[src/hdl/bba_pkg.sv]
// ----------------------------------------------------------------------------
// bba_pkg
// Types, constants and codes shared by the block bitmap allocator modules.
// ----------------------------------------------------------------------------
`default_nettype none

package bba_pkg;

    localparam int MAP_BITS  = 8192;
    localparam int WORD_BITS = 32;
    localparam int MAP_WORDS = MAP_BITS / WORD_BITS;
    localparam int WORD_W    = $clog2(WORD_BITS);
    localparam int ADDR_W    = $clog2(MAP_WORDS);
    localparam int COUNT_W   = 14;
    // Width of a slot count expressed in whole words.
    localparam int LW_W      = COUNT_W - WORD_W;

    localparam logic [COUNT_W-1:0] BLOCK_COUNT_RESET = COUNT_W'(8192);

    typedef enum logic
    {
        OP_ALLOC,
        OP_FREE
    } bba_op_t;

    typedef enum logic [1:0]
    {
        ST_OK,
        ST_FULL,
        ST_RANGE,
        ST_ALREADY_FREE
    } bba_status_t;

    typedef enum logic [1:0]
    {
        S_IDLE,
        S_SCAN,
        S_FCHK,
        S_DONE
    } bba_state_t;

    // Commands from the controller to the datapath.
    typedef struct packed
    {
        logic load;          // capture a request and point at its first word
        logic step;          // advance to the next bitmap word
        logic decide_alloc;  // settle an allocation on the current word
        logic decide_free;   // settle a free on the current word
        logic push;          // move the result into the output register
    } bba_cmd_t;

    // Status from the datapath to the controller.
    typedef struct packed
    {
        logic hit;           // current word has a usable clear bit
        logic last_word;     // current word is the last one below the limit
        logic out_free;      // output register can take a result this cycle
    } bba_stat_t;

endpackage

`default_nettype wire

[src/hdl/bba_ctrl.sv]
// ----------------------------------------------------------------------------
// bba_ctrl
// Controller state machine: sequences the word scan, the free check and the
// hand-over of each result to the output register.
// ----------------------------------------------------------------------------
`default_nettype none

module bba_ctrl
(
    input  wire logic               clk,
    input  wire logic               rst_n,
    input  wire logic               req_valid,
    input  wire logic               req_op,
    input  wire bba_pkg::bba_stat_t stat,
    output bba_pkg::bba_cmd_t       cmd,
    output logic                    req_ready
);

    bba_pkg::bba_state_t state_reg;
    bba_pkg::bba_state_t state_next;
    logic                accept;

    assign accept = req_valid && (state_reg == bba_pkg::S_IDLE);

    always_ff @(posedge clk or negedge rst_n)
    begin
        if (!rst_n)
        begin
            state_reg <= bba_pkg::S_IDLE;
        end
        else
        begin
            state_reg <= state_next;
        end
    end

    always_comb
    begin
        state_next = state_reg;
        unique case (state_reg)
            bba_pkg::S_IDLE:
            begin
                if (accept)
                begin
                    state_next = (req_op == bba_pkg::OP_FREE) ? bba_pkg::S_FCHK
                                                               : bba_pkg::S_SCAN;
                end
            end
            bba_pkg::S_SCAN:
            begin
                if (stat.hit || stat.last_word)
                begin
                    state_next = bba_pkg::S_DONE;
                end
            end
            bba_pkg::S_FCHK:
            begin
                state_next = bba_pkg::S_DONE;
            end
            bba_pkg::S_DONE:
            begin
                if (stat.out_free)
                begin
                    state_next = bba_pkg::S_IDLE;
                end
            end
            default:
            begin
                state_next = bba_pkg::S_IDLE;
            end
        endcase
    end

    always_comb
    begin
        cmd       = '0;
        req_ready = 1'b0;
        unique case (state_reg)
            bba_pkg::S_IDLE:
            begin
                req_ready = 1'b1;
                cmd.load  = accept;
            end
            bba_pkg::S_SCAN:
            begin
                cmd.decide_alloc = stat.hit || stat.last_word;
                cmd.step         = !(stat.hit || stat.last_word);
            end
            bba_pkg::S_FCHK:
            begin
                cmd.decide_free = 1'b1;
            end
            bba_pkg::S_DONE:
            begin
                cmd.push = stat.out_free;
            end
            default:
            begin
                cmd = '0;
            end
        endcase
    end

endmodule

`default_nettype wire

[config.mk]
export PLATFORM = sky130hd
export DESIGN_NAME = bba_ctrl
export DESIGN_NICKNAME = d
export VERILOG_FILES = /design/src/hdl/bba_pkg.sv /design/src/hdl/bba_ctrl.sv
export SDC_FILE = /design/constraint.sdc
export NUM_CORES = 1
export LEC_CHECK = 0
export BUFFER_PORTS_ARGS = -buffer_cell sky130_fd_sc_hd__buf_2
export CAP_MARGIN = 20
export CORE_AREA = 8 8 45 47
export DETAILED_ROUTE_END_ITERATION = 7
export DIE_AREA = 0 0 53 55
export PLACE_DENSITY = 0.49
export SETUP_SLACK_MARGIN = 0.3
export SYNTH_ARGS = -nofsm -noshare
export SYNTH_HDL_FRONTEND = slang
export SYNTH_SLANG_ARGS = --single-unit
[constraint.sdc]
create_clock -name clk -period 1.6 [get_ports clk]
set_input_delay 0.32 -clock clk [delete_from_list [all_inputs] [get_ports clk]]
set_output_delay 0.32 -clock clk [all_outputs]
set_load 0.005 [all_outputs]
==> out/summary.txt, run 1 <==
TritonCTS Buffers = 3
CP Data Required Time = 1.28 ns
Overflow after GRT = 0
Yosys warns = 0
CTS tree = yes
Vias/cell = 3.90
Register bit total from synthesis = 2
Setup_tns = 0 ns
Reg area = 50.0 um^2
Crit Path Max Fanout = 4
Buffers plus inverters on the worst setup path = 2
Crit-path cells = inv_2, ha_4, nor3b_4, buf_2
Leak = 0.218 nW
Die footprint = 2920 um^2
Share of cells above drive strength 1 = 0.643
# setup viols final = 0
Power per cell area = 1780 nW/um^2
GR Util met3 = 0.0321
Critical Path Max Stage Delay = 0.39 ns
Post-DRT Antenna Nets = 0
Largest register FFs = 2
Largest family of logic cells by synthesized area = adder cells
Routability cong. = 0.678
Drt total wl = 587 um
Synth Area in Compound Gates = 0.125
Avg WL per Cell = 10.1 um
Fmax = 0.665 GHz
Pre-antenna DRT Iters = 2
Area of the multi-input gates = 183 um^2
Fin crit share = 0.939
Cells after DPL = 49
Arr. time, crit path = 1.18 ns
# H-tree levels = 1
Worst-path clk slew = 0.03 ns
Largest net degree at the start of global routing = 5
Placed Area = 300 um^2
# rows = 14
CTS sink count = 2
Startpoint types = flip-flop
Root buf cell = clkbuf_4
Worst Skew = 0.00163 ns
Critical path's top delay family = flip-flops
Max VDD drop = 0.695 mV
Sequential area share after synthesis = 0.227
Initial Util = 0.159
DR iter-0 viols = 3
WS Path Type = reg2out
Mux contribution to synthesized area = 0.136
I/O pins = 13
# nets final = 56
Layout overhead on the synthesized area = 85.2%
Outcome = complete, no violations
Hpwl dp = 434 um
Most frequent cells in the layout = 11 x buf_2, 4 x buf_4, 3 x mux2i_1, 3 x clkbuf_4
First-pass GRT wire length = 814 um
Simple-gate share of the synthesized area = 0.159
Core area = 1380 um^2
Tot Pwr = 0.726 mW
Hold Crit Class = in2async
Netlist cell types = 10
Slew headroom = 0.808
GRT busiest layer = met2
Syn nets = 33
Clock period minus worst slack = 1.50 ns
Mean Syn Cell Area = 10.5 um^2
Syn Inst Count = 21
GR met1 Demand/Resource = 0.0350
RSZ-0062 raised after global routing = true
Actual slew at the worst max-slew pin = 0.288 ns
Slowest cell on the critical path = dfrtp_1
Commonest non-fill, non-tap cell in the layout = buf_2
Vias in the first global route = 211
Number of antenna violations at the first check in global routing = 0
Post-synthesis adder-cell area fraction = 0.284
Total track usage = 0.0405
Met2 GRT Util = 0.0645
Synthesized area = 220 um^2
IO buf count = 12
FILL cells = 155
Fin area = 408 um^2
Clock tree buffer depth = 2
ANT cells = 0
Final hold vios = 0
Max Cap Viol = 0
Non-filler instance count after layout = 58
Chip Width = 53 um
Worst-Skew Late Latency = 0.22 ns
Final-report max-slew violation count = 0
WP depth = 4
Drt drc = 0
Depth of the worst register-to-register path = 6
XOR/XNOR Fraction of Synth Area = 0
Worst Setup End Kind = output port
Die height = 55 um
Via Count = 226
[synth_stat cells]
cell      n  share of area
inv_1     4          0.068
o21ai_0   1          0.023
nand2_1   1          0.017
a221oi_2  1          0.068
mux2i_1   3           0.14
and2_1    2          0.057
dfrtp_1   2           0.23
o21a_1    1          0.034
nor3b_4   1          0.085
ha_1      5           0.28
[worst paths after layout]
kind,start,endpoint,slack (ns)
max,state_reg[1]$_DFFE_PN0P_,cmd[3],0.1
min,rst_n,state_reg[1]$_DFFE_PN0P_,0.41
max reg2reg,state_reg[1]$_DFFE_PN0P_,state_reg[0]$_DFFE_PN0P_,0.15
min reg2reg,state_reg[1]$_DFFE_PN0P_,state_reg[1]$_DFFE_PN0P_,0.64
max in group asynchronous,rst_n,state_reg[0]$_DFFE_PN0P_,1.10
min in group clk,req_op,state_reg[0]$_DFFE_PN0P_,0.43
[layer usage]
metal / up-vias / wire, um
met5: - / 0
met4: 0 / 0
met3: 0 / 104
met2: 11 / 278
met1: 101 / 203
li1: 114 / -
[final cells by class]
cell class | instances | area share
repair buffers | 18 | 0.288
inverters | 4 | 0.0368
multi-input cells | 15 | 0.448
clock buffers | 3 | 0.0552
flip-flops and latches | 2 | 0.123
well taps | 16 | 0.0491
[logic make-up after synthesis]
group / count (synthesis)
flops: 2
mux: 3
simple gates: 4
fa+ha+maj: 5
buf+inv: 4
compound gates: 3
[repair_timing]
action / 4_1_cts / 5_1_grt
endpoints found under the setup margin: 8 / 8
pin swaps: 0 / 1
endpoints found under the hold margin: 2 / 0
hold buffers: 1 / 0
gates cloned: 0 / 0
resized for setup: 7 / 2
buffers inserted: 4 / 1
[power by group]
part           internal [mW]  switching, mW
combinational          0.285          0.218
clock                 0.0827         0.0277
sequential            0.0809         0.0321
[metrics by stage]
| step | setup WS [ns] | util | hold WS, ns |
|---|---|---|---|
| floorplan | 0.320 | - | 0.0244 |
| global placement | 0.212 | 0.217 | 0.107 |
| detailed placement | 0.176 | 0.217 | 0.107 |
| CTS | 0.0871 | 0.282 | 0.395 |
| global route | 0.0474 | 0.295 | 0.405 |
| finish | 0.0968 | 0.295 | 0.407 |
(Power assumes the default switching activity.)
==> run 2: changes to the inputs <==
==> constraint.sdc (replaced) <==
create_clock -name clk -period 1.4 [get_ports clk]
set_input_delay 0.28 -clock clk [delete_from_list [all_inputs] [get_ports clk]]
set_output_delay 0.28 -clock clk [all_outputs]
set_load 0.005 [all_outputs]
==> run 2 against run 1 <==
Compared with the run above: the run now ends with setup timing left; clock skew is 0.0024 ns higher; via count is 5.3% higher; die area stayed put; combinational power is 36% higher; hold slack worse by 0.041 ns; core utilization is 2.6 points higher; setup slack worse by 0.17 ns; total power is 29% higher; critical endpoint is now cmd[4].
==> out/summary.txt, run 2 (synthesized netlist as in run 1, its figures left out) <==
Placed Area = 337 um^2
Die height = 55 um
Vias in the first global route = 251
Vias/cell = 3.97
Largest register FFs = 2
IO buf count = 12
CP Data Required Time = 1.12 ns
Critical R2R Launch = state_reg[0]$_DFFE_PN0P_
Final hold vios = 0
Clock share of power = 0.134
Most frequent cells in the layout = 10 x buf_2, 5 x buf_4, 4 x buf_6
Depth of the worst register-to-register path = 5
Power per cell area = 2110 nW/um^2
Tot Pwr = 0.937 mW
Via Count = 238
Hold Crit Class = in2async
Worst-path clk slew = 0.03 ns
CTS tree = yes
Startpoint types = flip-flop
Non-filler instance count after layout = 60
Arr. time, crit path = 1.19 ns
Leak = 0.235 nW
CTS sink count = 2
Setup_tns = -0.205 ns
Fmax = 0.679 GHz
Largest net degree at the start of global routing = 4
DR iter-0 viols = 2
Overflow after GRT = 0
Layout overhead on the synthesized area = 102%
Reg2reg setup slack = 0 ns
Routability cong. = 0.710
Sequential fraction of design power = 0.139
Worst Skew = 0.00403 ns
Final Worst Setup Slack = -0.0726 ns
Worst setup path start = state_reg[1]$_DFFE_PN0P_
# setup viols final = 3
Internal = 0.599 mW
# rows = 14
Max VDD drop = 0.889 mV
Drt total wl = 670 um
Initial Util = 0.159
Comb power frac = 0.728
# H-tree levels = 1
Core area = 1380 um^2
First-pass GRT wire length = 1.10 mm
Fin area = 444 um^2
Commonest non-fill, non-tap cell in the layout = buf_2
Chip Width = 53 um
ANT cells = 0
Die footprint = 2920 um^2
Post-DRT Antenna Nets = 0
# nets final = 58
R2R Path End = state_reg[0]$_DFFE_PN0P_
TritonCTS Buffers = 3
Root buf cell = clkbuf_4
Crit Path Max Fanout = 3
Pre-antenna DRT Iters = 2
Slew headroom = 0.822
Share of cells above drive strength 1 = 0.659
Outcome = finished with violations
Sw Share = 0.360
Fin crit share = 1.05
Worst Setup End Kind = output port
Switching power total = 0.338 mW
Clock tree buffer depth = 2
Drt drc = 0
Total track usage = 0.0557
Failing checks = setup timing
Pre-CTS WS = 0.0258 ns
Cells after DPL = 49
Worst-Skew Late Latency = 0.22 ns
RSZ-0062 raised after global routing = true
Actual slew at the worst max-slew pin = 0.266 ns
Number of antenna violations at the first check in global routing = 0
Clock period minus worst slack = 1.47 ns
Final-report max-slew violation count = 0
Avg WL per Cell = 11.2 um
Max Cap Viol = 0
WS Path Type = reg2out
I/O pins = 13
-- run 2: changes by cell type in the layout (fill, tap and decap cells not counted), sizes merged --
cell	delta
buf	+2
-- run 2: area by class of cell --
class                      instances  area [um^2]
tap                               16         20.0
inverter                           4         15.0
fill                             153          940
clock buffer                       3         22.5
timing repair buffer              20          143
multi-input combinational         15          194
sequential                         2         50.0
-- run 2: power groups by stage --
stage | sequential [mW] | clock (mW) | combinational, mW
after floorplan | 0.123 | 0 | 0.365
after global placement | 0.130 | 0 | 0.495
after detailed placement | 0.130 | 0 | 0.498
after CTS | 0.129 | 0.134 | 0.587
after global routing | 0.134 | 0.145 | 0.744
final | 0.130 | 0.125 | 0.682
-- run 2: stage by stage --
step           hold slack (ns)   util
3_5_place_dp            0.0710  0.243
2_1_floorplan          -0.0156      -
6_report                 0.366  0.321
3_3_place_gp            0.0672  0.243
5_1_grt                  0.374  0.321
4_1_cts                  0.361  0.294
-- run 2: per-layer routing --
layer  up-vias  part of all wire  global-route usage  routed length [um]
met4         0                 0              0.0647                   0
met2        13              0.46              0.0820                 305
met3         0              0.13              0.0294                  85
met1       110              0.42              0.0516                 279
met5         -                 0                   0                   0
li1        115                 -                   -                   -
-- run 2: repair_timing --
action | in CTS | in global routing
pin swaps | 1 | 0
gates resized for setup | 2 | 3
hold buffers | 1 | 0
endpoints found under the setup margin | 8 | 8
hold endpoints to repair | 2 | 0
buffers inserted | 4 | 3
-- run 2: worst max path at each step --
stage / to / slack (ns)
floorplan: state_reg[0]$_DFFE_PN0P_ / 0.17
global placement: cmd[3] / 0.02
detailed placement: cmd[3] / 0.03
CTS: cmd[0] / -0.08
global route: cmd[3] / -0.16
finish: cmd[4] / -0.07
-- run 2: worst max-delay path: stages, from the launching register on --
cell     delay (ns)
dfrtp_1        0.38
inv_2          0.07
buf_6          0.12
ha_4           0.17
and2_4         0.13
buf_6          0.10
